File: src/pcpg_pkg.sv
// shared types, constants and the cordic arctangent table for the circle generator
`timescale 1ns / 1ps
`default_nettype none
package pcpg_pkg;

    // default sizes
    localparam int COORD_BITS_DEF   = 11;
    localparam int FRAC_BITS_DEF    = 20;
    localparam int CORDIC_ITERS_DEF = 32;

    // angle format is q2.30
    localparam int ANG_FRAC = 30;
    localparam logic [31:0] CORDIC_GAIN = 32'h26DD3B6A;
    localparam logic [31:0] ONE_Q30     = 32'h40000000;

    // item codes
    localparam logic FUNC_START   = 1'b0;
    localparam logic FUNC_ADVANCE = 1'b1;

    // one queued item
    typedef struct packed {
        logic        func;
        logic [10:0] center_x;
        logic [10:0] center_y;
        logic [10:0] radius;
    } t_item;

    // arctangent of 2^-i in q2.30
    function automatic logic [31:0] atan_q30(input logic [4:0] idx);
        logic [31:0] v;
        case (idx)
            5'd0:  v = 32'h3243F6A8;
            5'd1:  v = 32'h1DAC6705;
            5'd2:  v = 32'h0FADBAFC;
            5'd3:  v = 32'h07F56EA6;
            5'd4:  v = 32'h03FEAB76;
            5'd5:  v = 32'h01FFD55B;
            5'd6:  v = 32'h00FFFAAA;
            5'd7:  v = 32'h007FFF55;
            5'd8:  v = 32'h003FFFEA;
            5'd9:  v = 32'h001FFFFD;
            5'd10: v = 32'h000FFFFF;
            5'd11: v = 32'h0007FFFF;
            5'd12: v = 32'h0003FFFF;
            5'd13: v = 32'h0001FFFF;
            5'd14: v = 32'h0000FFFF;
            5'd15: v = 32'h00007FFF;
            5'd16: v = 32'h00003FFF;
            5'd17: v = 32'h00001FFF;
            5'd18: v = 32'h00000FFF;
            5'd19: v = 32'h000007FF;
            5'd20: v = 32'h000003FF;
            5'd21: v = 32'h000001FF;
            5'd22: v = 32'h000000FF;
            5'd23: v = 32'h0000007F;
            5'd24: v = 32'h0000003F;
            5'd25: v = 32'h0000001F;
            5'd26: v = 32'h0000000F;
            5'd27: v = 32'h00000008;
            5'd28: v = 32'h00000004;
            5'd29: v = 32'h00000002;
            5'd30: v = 32'h00000001;
            default: v = 32'h00000000;
        endcase
        return v;
    endfunction

endpackage
`default_nettype wire

File: src/pcpg_fifo.sv
// two-entry item queue between the front and the drawing engine
`timescale 1ns / 1ps
`default_nettype none
module pcpg_fifo
    import pcpg_pkg::*;
(
    input  wire   i_clk,
    input  wire   i_rst_n,
    input  wire   i_push,
    input  t_item i_item,
    output logic  o_full,
    input  wire   i_pop,
    output t_item o_item,
    output logic  o_valid
);

    t_item      r_mem [2];
    logic       r_wr_ptr;
    logic       r_rd_ptr;
    logic [1:0] r_count;

    // storage, no reset needed
    always_ff @(posedge i_clk) begin
        if (i_push) begin
            r_mem[r_wr_ptr] <= i_item;
        end
    end

    // pointers and fill count
    always_ff @(posedge i_clk) begin
        if (!i_rst_n) begin
            r_wr_ptr <= 1'b0;
            r_rd_ptr <= 1'b0;
            r_count  <= 2'd0;
        end else begin
            if (i_push) begin
                r_wr_ptr <= ~r_wr_ptr;
            end
            if (i_pop) begin
                r_rd_ptr <= ~r_rd_ptr;
            end
            case ({i_push, i_pop})
                2'b10:   r_count <= r_count + 2'd1;
                2'b01:   r_count <= r_count - 2'd1;
                default: r_count <= r_count;
            endcase
        end
    end

    assign o_full  = r_count[1];
    assign o_valid = (r_count != 2'd0);
    assign o_item  = r_mem[r_rd_ptr];

endmodule
`default_nettype wire

File: src/pcpg_engine.sv
// back end: reciprocal divide, cordic, rotation and eight-way pixel output
`timescale 1ns / 1ps
`default_nettype none
module pcpg_engine
    import pcpg_pkg::*;
#(
    parameter int COORD_BITS   = COORD_BITS_DEF,
    parameter int FRAC_BITS    = FRAC_BITS_DEF,
    parameter int CORDIC_ITERS = CORDIC_ITERS_DEF
) (
    input  wire               i_clk,
    input  wire               i_rst_n,
    input  t_item             i_item,
    input  wire               i_item_valid,
    output logic              o_pop,
    input  wire        [23:0] i_color,
    input  wire               i_stall,
    output logic              o_valid,
    output logic signed [12:0] o_pixel_x,
    output logic signed [12:0] o_pixel_y,
    output logic       [23:0] o_color,
    output logic              o_last_of_run,
    output logic              o_circle_done
);

    localparam int CB  = COORD_BITS;
    localparam int PB  = COORD_BITS + FRAC_BITS + 2;   // position width
    localparam int PLO = (PB + 1) / 2;                 // low slice of a position
    localparam int PM  = PLO + 1 + 32;                 // partial product width
    localparam int AW  = PB + 34;                      // accumulator width
    localparam int VW  = AW - ANG_FRAC;                // rounded sum width
    localparam int RW  = CB + 3;                       // rounded pixel offset width
    localparam int OW  = (CB + 4 > 13) ? CB + 4 : 13;  // pixel sum width
    // iteration counter must also hold the table length
    localparam int IW  = ($clog2(CORDIC_ITERS + 1) > 6) ? $clog2(CORDIC_ITERS + 1) : 6;
    localparam int CW  = 34;                           // cordic datapath width

    typedef enum logic [2:0] {
        S_IDLE, S_DIV, S_CORD, S_ROT, S_FIN, S_RND, S_EMIT, S_DONE
    } t_state;

    t_state                  r_state;
    logic                    r_active;
    logic [CB-1:0]           r_ccol;
    logic [CB-1:0]           r_crow;
    logic [CB-1:0]           r_rad;
    logic signed [PB-1:0]    r_pos_x;
    logic signed [PB-1:0]    r_pos_y;
    logic signed [31:0]      r_cos;
    logic signed [31:0]      r_sin;
    logic [CB:0]             r_rem;
    logic [ANG_FRAC-1:0]     r_quo;
    logic [4:0]              r_dcnt;
    logic signed [CW-1:0]    r_cx;
    logic signed [CW-1:0]    r_cy;
    logic signed [CW-1:0]    r_cz;
    logic [IW-1:0]           r_iter;
    logic [3:0]              r_step;
    logic signed [PM-1:0]    r_prod;
    logic [2:0]              r_tag;
    logic                    r_pv;
    logic signed [AW-1:0]    r_acc_x;
    logic signed [AW-1:0]    r_acc_y;
    logic signed [RW-1:0]    r_rx;
    logic signed [RW-1:0]    r_ry;
    logic [2:0]              r_ecnt;

    // saturate helpers
    function automatic logic signed [PB-1:0] sat_pos(input logic signed [VW-1:0] v);
        logic signed [PB-1:0] s;
        if (v[VW-1:PB-1] == {(VW-PB+1){1'b0}} || v[VW-1:PB-1] == {(VW-PB+1){1'b1}}) begin
            s = v[PB-1:0];
        end else if (v[VW-1]) begin
            s = {1'b1, {(PB-1){1'b0}}};
        end else begin
            s = {1'b0, {(PB-1){1'b1}}};
        end
        return s;
    endfunction

    function automatic logic signed [31:0] sat32(input logic signed [CW-1:0] v);
        logic signed [31:0] s;
        if (v[CW-1:31] == {(CW-31){1'b0}} || v[CW-1:31] == {(CW-31){1'b1}}) begin
            s = v[31:0];
        end else if (v[CW-1]) begin
            s = {1'b1, {31{1'b0}}};
        end else begin
            s = {1'b0, {31{1'b1}}};
        end
        return s;
    endfunction

    // restoring divider trial step
    logic [CB:0] div_shift;
    logic        div_ge;
    assign div_shift = {r_rem[CB-1:0], (r_dcnt == 5'(ANG_FRAC))};
    assign div_ge    = (div_shift >= {1'b0, r_rad});

    // cordic micro-rotation
    logic signed [CW-1:0] cord_ang;
    logic signed [CW-1:0] cord_xs;
    logic signed [CW-1:0] cord_ys;
    assign cord_ang = (r_iter < IW'(32)) ? CW'(atan_q30(r_iter[4:0])) : '0;
    assign cord_xs  = r_cx >>> r_iter;
    assign cord_ys  = r_cy >>> r_iter;

    // rotation partial product select: tag[2] target, tag[1] operand, tag[0] slice
    logic [2:0]            mul_k;
    logic signed [PB-1:0]  mul_pos;
    logic signed [PLO:0]   mul_a;
    logic signed [31:0]    mul_b;
    logic signed [AW-1:0]  acc_term;
    assign mul_k   = r_step[2:0];
    assign mul_pos = mul_k[1] ? r_pos_y : r_pos_x;
    assign mul_a   = mul_k[0] ? (PLO+1)'($signed(mul_pos[PB-1:PLO]))
                              : $signed({1'b0, mul_pos[PLO-1:0]});
    assign mul_b   = (mul_k[2] ^ mul_k[1]) ? r_sin : r_cos;
    assign acc_term = r_tag[0] ? (AW'(r_prod) <<< PLO) : AW'(r_prod);

    // rounding of the new position
    logic signed [AW-1:0] rnd_x;
    logic signed [AW-1:0] rnd_y;
    assign rnd_x = (r_acc_x + (AW'(1) <<< (ANG_FRAC - 1))) >>> ANG_FRAC;
    assign rnd_y = (r_acc_y + (AW'(1) <<< (ANG_FRAC - 1))) >>> ANG_FRAC;

    // pixel rounding
    logic signed [PB:0] half_x;
    logic signed [PB:0] half_y;
    assign half_x = PB'(r_pos_x) + ((PB+1)'(1) <<< (FRAC_BITS - 1));
    assign half_y = PB'(r_pos_y) + ((PB+1)'(1) <<< (FRAC_BITS - 1));

    // octant pixel for the current output slot
    logic signed [OW-1:0] oct_a;
    logic signed [OW-1:0] oct_b;
    logic signed [OW-1:0] pix_x;
    logic signed [OW-1:0] pix_y;
    assign oct_a = OW'(r_ecnt[2] ? r_ry : r_rx);
    assign oct_b = OW'(r_ecnt[2] ? r_rx : r_ry);
    assign pix_x = $signed(OW'(r_ccol)) + (r_ecnt[1] ? -oct_a : oct_a);
    assign pix_y = $signed(OW'(r_crow)) + (r_ecnt[0] ? -oct_b : oct_b);

    logic out_load;
    logic emit_go;
    assign out_load = !o_valid || !i_stall;
    assign emit_go  = out_load && ((r_state == S_EMIT) || (r_state == S_DONE));
    assign o_pop    = (r_state == S_IDLE) && i_item_valid;

    // sequencer, datapath and output register
    always_ff @(posedge i_clk) begin
        if (!i_rst_n) begin
            r_state  <= S_IDLE;
            r_active <= 1'b0;
            r_pos_x  <= '0;
            r_pos_y  <= '0;
            r_cos    <= '0;
            r_sin    <= '0;
            r_ccol   <= '0;
            r_crow   <= '0;
            r_pv     <= 1'b0;
            o_valid  <= 1'b0;
        end else begin
            if (emit_go) begin
                o_valid <= 1'b1;
            end else if (!i_stall) begin
                o_valid <= 1'b0;
            end
            unique case (r_state)
                S_IDLE: begin
                    if (i_item_valid) begin
                        if (i_item.func == FUNC_START) begin
                            r_ccol   <= CB'(i_item.center_x);
                            r_crow   <= CB'(i_item.center_y);
                            r_rad    <= CB'(i_item.radius);
                            r_active <= 1'b1;
                            r_rem    <= '0;
                            r_dcnt   <= 5'(ANG_FRAC);
                            if (CB'(i_item.radius) == '0) begin
                                r_cos   <= $signed(ONE_Q30);
                                r_sin   <= '0;
                                r_pos_x <= '0;
                                r_pos_y <= '0;
                                r_state <= S_RND;
                            end else begin
                                r_state <= S_DIV;
                            end
                        end else if (r_active && (r_pos_x > r_pos_y)) begin
                            r_step  <= '0;
                            r_acc_x <= '0;
                            r_acc_y <= '0;
                            r_pv    <= 1'b0;
                            r_state <= S_ROT;
                        end else begin
                            r_active <= 1'b0;
                            r_state  <= S_DONE;
                        end
                    end
                end
                S_DIV: begin
                    r_rem <= div_ge ? (div_shift - {1'b0, r_rad}) : div_shift;
                    r_quo <= {r_quo[ANG_FRAC-2:0], div_ge};
                    r_dcnt <= r_dcnt - 5'd1;
                    if (r_dcnt == 5'd0) begin
                        r_cx    <= CW'($signed(CORDIC_GAIN));
                        r_cy    <= '0;
                        r_cz    <= CW'(r_quo[ANG_FRAC-1:0]) <<< 1 | CW'(div_ge);
                        r_iter  <= '0;
                        r_state <= S_CORD;
                    end
                end
                S_CORD: begin
                    if (r_iter == IW'(CORDIC_ITERS)) begin
                        r_cos   <= sat32(r_cx);
                        r_sin   <= sat32(r_cy);
                        r_pos_x <= $signed(PB'(r_rad) <<< FRAC_BITS);
                        r_pos_y <= '0;
                        r_state <= S_RND;
                    end else begin
                        if (!r_cz[CW-1]) begin
                            r_cx <= r_cx - cord_ys;
                            r_cy <= r_cy + cord_xs;
                            r_cz <= r_cz - cord_ang;
                        end else begin
                            r_cx <= r_cx + cord_ys;
                            r_cy <= r_cy - cord_xs;
                            r_cz <= r_cz + cord_ang;
                        end
                        r_iter <= r_iter + IW'(1);
                    end
                end
                S_ROT: begin
                    if (!r_step[3]) begin
                        r_prod <= PM'(mul_a * mul_b);
                        r_tag  <= mul_k;
                        r_pv   <= 1'b1;
                        r_step <= r_step + 4'd1;
                    end else begin
                        r_pv    <= 1'b0;
                        r_state <= S_FIN;
                    end
                    if (r_pv) begin
                        if (!r_tag[2]) begin
                            r_acc_x <= r_tag[1] ? r_acc_x - acc_term : r_acc_x + acc_term;
                        end else begin
                            r_acc_y <= r_acc_y + acc_term;
                        end
                    end
                end
                S_FIN: begin
                    r_pos_x <= sat_pos(VW'(rnd_x));
                    r_pos_y <= sat_pos(VW'(rnd_y));
                    r_state <= S_RND;
                end
                S_RND: begin
                    r_rx    <= RW'(half_x >>> FRAC_BITS);
                    r_ry    <= RW'(half_y >>> FRAC_BITS);
                    r_ecnt  <= '0;
                    r_state <= S_EMIT;
                end
                S_EMIT: begin
                    if (out_load) begin
                        o_pixel_x     <= pix_x[12:0];
                        o_pixel_y     <= pix_y[12:0];
                        o_color       <= i_color;
                        o_last_of_run <= (r_ecnt == 3'd7);
                        o_circle_done <= 1'b0;
                        r_ecnt        <= r_ecnt + 3'd1;
                        if (r_ecnt == 3'd7) begin
                            r_state <= S_IDLE;
                        end
                    end
                end
                S_DONE: begin
                    if (out_load) begin
                        o_pixel_x     <= '0;
                        o_pixel_y     <= '0;
                        o_color       <= '0;
                        o_last_of_run <= 1'b1;
                        o_circle_done <= 1'b1;
                        r_state       <= S_IDLE;
                    end
                end
                default: r_state <= S_IDLE;
            endcase
        end
    end

endmodule
`default_nettype wire

File: src/polar_circle_point_generator.sv
// advance: one shared rotation multiplier forms the partial products in turn, then eight pixels go out
// start: bit-serial divide, then CORDIC_ITERS cordic steps, one cordic step a cycle
// zero radius start skips divide and cordic
// a two-entry queue lets the front take items while the engine works
// synchronous active-low reset clears control state, circle state and the color register
`timescale 1ns / 1ps
`default_nettype none
module polar_circle_point_generator
    import pcpg_pkg::*;
#(
    parameter int COORD_BITS   = COORD_BITS_DEF,
    parameter int FRAC_BITS    = FRAC_BITS_DEF,
    parameter int CORDIC_ITERS = CORDIC_ITERS_DEF
) (
    input  wire               i_clk,
    input  wire               i_rst_n,
    input  wire               i_valid,
    output logic              o_stall,
    input  wire               i_func,
    input  wire        [10:0] i_center_x,
    input  wire        [10:0] i_center_y,
    input  wire        [10:0] i_radius,
    input  wire               i_cfg_we,
    input  wire        [23:0] i_cfg_data,
    output logic              o_valid,
    input  wire               i_stall,
    output logic signed [12:0] o_pixel_x,
    output logic signed [12:0] o_pixel_y,
    output logic       [23:0] o_color,
    output logic              o_last_of_run,
    output logic              o_circle_done
);

    logic [23:0] r_pixel_color;
    t_item       front_item;
    t_item       q_item;
    logic        q_full;
    logic        q_valid;
    logic        q_pop;
    logic        push;

    // color register
    always_ff @(posedge i_clk) begin
        if (!i_rst_n) begin
            r_pixel_color <= '0;
        end else if (i_cfg_we) begin
            r_pixel_color <= i_cfg_data;
        end
    end

    // front: take an item and classify it; advance items carry no geometry
    assign o_stall = q_full;
    assign push    = i_valid && !q_full;
    always_comb begin
        front_item.func     = i_func;
        front_item.center_x = (i_func == FUNC_START) ? i_center_x : '0;
        front_item.center_y = (i_func == FUNC_START) ? i_center_y : '0;
        front_item.radius   = (i_func == FUNC_START) ? i_radius : '0;
    end

    pcpg_fifo u_fifo (
        .i_clk   (i_clk),
        .i_rst_n (i_rst_n),
        .i_push  (push),
        .i_item  (front_item),
        .o_full  (q_full),
        .i_pop   (q_pop),
        .o_item  (q_item),
        .o_valid (q_valid)
    );

    pcpg_engine #(
        .COORD_BITS   (COORD_BITS),
        .FRAC_BITS    (FRAC_BITS),
        .CORDIC_ITERS (CORDIC_ITERS)
    ) u_engine (
        .i_clk         (i_clk),
        .i_rst_n       (i_rst_n),
        .i_item        (q_item),
        .i_item_valid  (q_valid),
        .o_pop         (q_pop),
        .i_color       (r_pixel_color),
        .i_stall       (i_stall),
        .o_valid       (o_valid),
        .o_pixel_x     (o_pixel_x),
        .o_pixel_y     (o_pixel_y),
        .o_color       (o_color),
        .o_last_of_run (o_last_of_run),
        .o_circle_done (o_circle_done)
    );

`ifndef SYNTHESIS
    // done marker always closes its run and carries no color
    a_done_last: assert property (@(posedge i_clk) disable iff (!i_rst_n)
        (o_valid && o_circle_done) |-> (o_last_of_run && o_color == 24'd0))
        else $error("done marker without last or with color");

    // done marker pixel fields are zero
    a_done_pix: assert property (@(posedge i_clk) disable iff (!i_rst_n)
        (o_valid && o_circle_done) |-> (o_pixel_x == 13'sd0 && o_pixel_y == 13'sd0))
        else $error("done marker with pixel");

    // engine never pops an empty queue
    a_no_underrun: assert property (@(posedge i_clk) disable iff (!i_rst_n)
        q_pop |-> q_valid)
        else $error("queue underrun");
`endif

endmodule
`default_nettype wire

File: config.mk
export PLATFORM = sky130hd
export DESIGN_NAME = polar_circle_point_generator
export DESIGN_NICKNAME = d
export VERILOG_FILES = /design/src/pcpg_pkg.sv /design/src/pcpg_fifo.sv /design/src/pcpg_engine.sv /design/src/polar_circle_point_generator.sv
export SDC_FILE = /design/constraint.sdc
export NUM_CORES = 2
export LEC_CHECK = 0
export BUFFER_PORTS_ARGS = -buffer_cell sky130_fd_sc_hd__buf_2
export CAP_MARGIN = 10
export CORE_MARGIN = 10
export CORE_UTILIZATION = 40
export CTS_CLUSTER_SIZE = 30
export DETAILED_ROUTE_END_ITERATION = 16
export SETUP_SLACK_MARGIN = 0.5
export SYNTH_ARGS = -nofsm -noshare
export SYNTH_HDL_FRONTEND = slang
export SYNTH_HIERARCHICAL = 1
export SYNTH_SLANG_ARGS = --single-unit
export TNS_END_PERCENT = 10
File: constraint.sdc
create_clock -name i_clk -period 15.8 [get_ports i_clk]
set_input_delay 3.16 -clock i_clk [delete_from_list [all_inputs] [get_ports i_clk]]
set_output_delay 3.16 -clock i_clk [all_outputs]
set_load 0.05 [all_outputs]
==> results.json <==
{
  "dp_cells": 10414,
  "clk_latency_ns": 0.72,
  "cts_buffer_depth": 3,
  "antenna_found_initial": 1,
  "relSlewSlack_pct": 22.01,
  "crit_slowest_cell": "mux2i_1",
  "p_sw_mw": 2.525,
  "syn-num-nets": 9198,
  "path_class": "flop to flop",
  "cp.arrival_ns": 9.65,
  "path_common_cell": "fa_1",
  "grt_setup_unrepaired": "no",
  "worst_setup_path_end_kind": "flop",
  "timing.hold.ws_ns": 0.4461,
  "fillers": 17822,
  "synth-main-ff-cell": "edfxtp_1",
  "fin_cells": 10575,
  "max_slew.worst_pin.slew_ns": 1.137,
  "syn_avg_cell_area_sq_um": 9.051,
  "synth_cells": 8129,
  "layout.area.seq_sq_um": 19510,
  "dp_hpwl_um": 179600,
  "holdPathStages": 0,
  "finalWorstSetupSlack_ns": 6.621,
  "cts-root-buf": "clkbuf_16",
  "fin_area_sq_um": 79320,
  "drive_gt1_share_pct": 8.126,
  "ys_types": 107,
  "vias": 60750,
  "floorplan.io_pins": 117,
  "max_clock_freq_ghz": 0.1089,
  "setup_viol": 0,
  "p_sw_share_pct": 36.91,
  "grt_pass1_wl_um": 357800,
  "multi_input_area_sq_um": 49430,
  "cts.sinks": 722,
  "areaGrowthSynthToFinish_pct": 7.818,
  "finalSetupTns_ns": 0,
  "core_sq_um": 183100,
  "max_cap_viol_count": 0,
  "drt_first_iter_violations": 5567,
  "slew_violations": 0,
  "path_max_fanout": 62,
  "synth_edf_count": 505,
  "syn_area_sq_um": 73570,
  "power_mw": 6.843,
  "hold_viol": 0,
  "post-route-period-util_pct": 58.10,
  "pre_cts_slack_ns": 6.667,
  "hold_path.class": "flop to flop",
  "die_x_um": 448.9,
  "rows": 157,
  "outcome": "finished, final reports clean",
  "p_int_mw": 4.317,
  "die_height_um": 448.9,
  "fin_util_pct": 43.33,
  "leakagePower_nw": 33.02,
  "htree_levels": 3,
  "fin_skew_ns": 0.05681,
  "cts_buffers": 85,
  "ant_nets": 0,
  "synthArstFlopShare_pct": 0,
  "cts_resized": 0,
  "comb_power_share_pct": 34.5,
  "p_clk_share_pct": 29.9,
  "yosysTopAreaCellShare_pct": 20.61,
  "cp-start-kind": "flop",
  "synth-seq-area-share_pct": 26.52,
  "place_area_sq_um": 76440,
  "cts_hold_buf": 0,
  "period_minus_slack_ns": 9.179,
  "grt_pass1_vias": 58969,
  "r2r_cells": 24,
  "power_frac_seq_pct": 35.6,
  "ys_top_cells_by_area": "edfxtp_1 (21%), fa_1 (15%), ha_1 (7.6%), dfxtp_1 (5.9%), nand2_1 (4.3%)",
  "first_pass_iters": 6,
  "grt_overflow_total": 0,
  "post_cts_buffers": 0,
  "wirelength_um": 232500,
  "drc": 0,
  "path_clk_slew_ns": 0.07,
  "start_util_pct": 40.19,
  "viasPerCell": 5.745,
  "grt_max_degree": 108,
  "gp_congestion": 0.9838,
  "nNetsFinal": 9106,
  "crit_chain": "ha_4, mux2i_1, nor2_1, fa_1, inv_1, fa_1, fa_1, inv_1, fa_1, fa_1, inv_1, fa_1, inv_1, ha_1, and3_1, a221oi_1, nand2b_1, a31oi_1, nor3b_1, o21ai_0, a2111o_1, a31o_2, a21oi_1, xnor2_1",
  "synth-seq-cells": 722,
  "cts_tree": "done",
  "yosysWarnings": 6,
  "die_area_sq_um": 201500,
  "powerDensity_nw_per_um2": 86.26,
  "peakVddDrop_mv": 0.1000,
  "worstPathRequired_ns": 16.27,
  "cp_slowest_stage_delay_ns": 0.95,
  "port_buffers": 116,
  "grt_util_all_layers_pct": 22.18,
  "synth_top_cell_by_area": "edfxtp_1",
  "wl_per_cell_um": 21.99
}
## synth_stat cells, types with 28 or more instances
library cell  count
nor3_1          137
buf_2            36
nand2b_1         57
xnor2_1         332
a211oi_1         58
or2_2            28
inv_1           830
a21o_1          198
mux2_2          139
or3_1            35
and2_1          118
edfxtp_1        505
clkbuf_1        293
nor2b_1         120
a21oi_1         595
o21bai_1         60
and3_1           75
o21a_1           62
buf_1            35
o211ai_1         92
dfxtp_1         217
o21ai_0         301
nand3_1         135
a31oi_1          81
mux2i_1         170
nand2_1         846
nand4_1          69
xor2_1          170
fa_1            561
ha_1            445
nor2_1          771
mux4_2           83
o31ai_1          29
## cells in the final DEF (no fill, tap or decap), types with 170 or more instances in the layout
master,synthesis,routed
xnor2_1,332,332
edfxtp_1,505,505
ha_1,445,444
xor2_1,170,170
fa_1,561,561
nand2_1,846,845
a21o_1,198,198
inv_1,830,828
o21ai_0,301,294
dfxtp_1,217,217
a21oi_1,595,593
nor2_1,771,764
## metal layers
layer,share of wire [%],track usage [%]
met4,3.3,6.615
met1,45,31.14
met2,46,35.56
met5,0,0
met3,6.5,2.911
## area by class of cell
type | instances | share of cell area, %
clock inverter | 42 | 0.5726
antenna | 1 | 0.003155
sequential | 722 | 24.59
tap | 2464 | 3.887
clock buffer | 118 | 3.062
inverter | 834 | 3.951
timing repair buffer | 205 | 1.612
multi-input combinational | 6189 | 62.32
## flip-flops by register name (all words and copies together) (netlist names), 30 cells and up, named ones only
name              flops
u_engine/r_cz        34
u_engine/r_quo       30
u_engine/r_cy        34
u_engine/r_prod      50
u_engine/r_cx        34
u_engine/r_acc_y     67
u_engine/r_cos       32
u_engine/r_pos_x     33
u_fifo/r_mem         68
u_engine/r_sin       32
u_engine/r_acc_x     67
u_engine/r_pos_y     33
## power groups by stage
stage / Combinational [mW] / Clock (mW) / Sequential, mW
floorplan: 1.74 / 0 / 2.41
global placement: 2.29 / 0 / 2.47
detailed placement: 2.33 / 0 / 2.47
CTS: 2.34 / 2.10 / 2.43
global route: 2.60 / 2.17 / 2.45
finish: 2.36 / 2.04 / 2.44
## cells by family (layout without fill, tap and decap cells)
kind of cell,Yosys count,after routing,synth area share (%)
AO/OA/AOI/OAI,1771,1771,15.41
adder cells (fa/ha/maj),1006,1006,22.83
XOR/XNOR,502,502,5.976
buffers and inverters,1218,1199,6.474
flip-flops,722,722,26.52
multiplexers,400,400,7.104
AND/OR/NAND/NOR,2510,2510,15.69
other,0,1,0
## final timing paths
check / start / to / slack [ns]
max reg2reg: u_engine/r_step[1]$_SDFFCE_PP0P_ / u_engine/r_prod[49]$_DFFE_PP_ / 6.62
min reg2reg: u_engine/r_quo[18]$_DFFE_PP_ / u_engine/r_quo[19]$_DFFE_PP_ / 0.45
max: u_engine/r_step[1]$_SDFFCE_PP0P_ / u_engine/r_prod[49]$_DFFE_PP_ / 6.62
min: u_engine/r_quo[18]$_DFFE_PP_ / u_engine/r_quo[19]$_DFFE_PP_ / 0.45
## worst max-delay path: cells and delay by family, from the launching register on
family,cells,cell delay (ns)
adder cells (fa/ha/maj),8,4.26
AO/OA/AOI/OAI,6,1.88
AND/OR/NAND/NOR,4,1.02
multiplexers,1,0.95
flip-flops,1,0.44
buffers and inverters,4,0.23
XOR/XNOR,1,0.08
(Power assumes the default switching activity.)
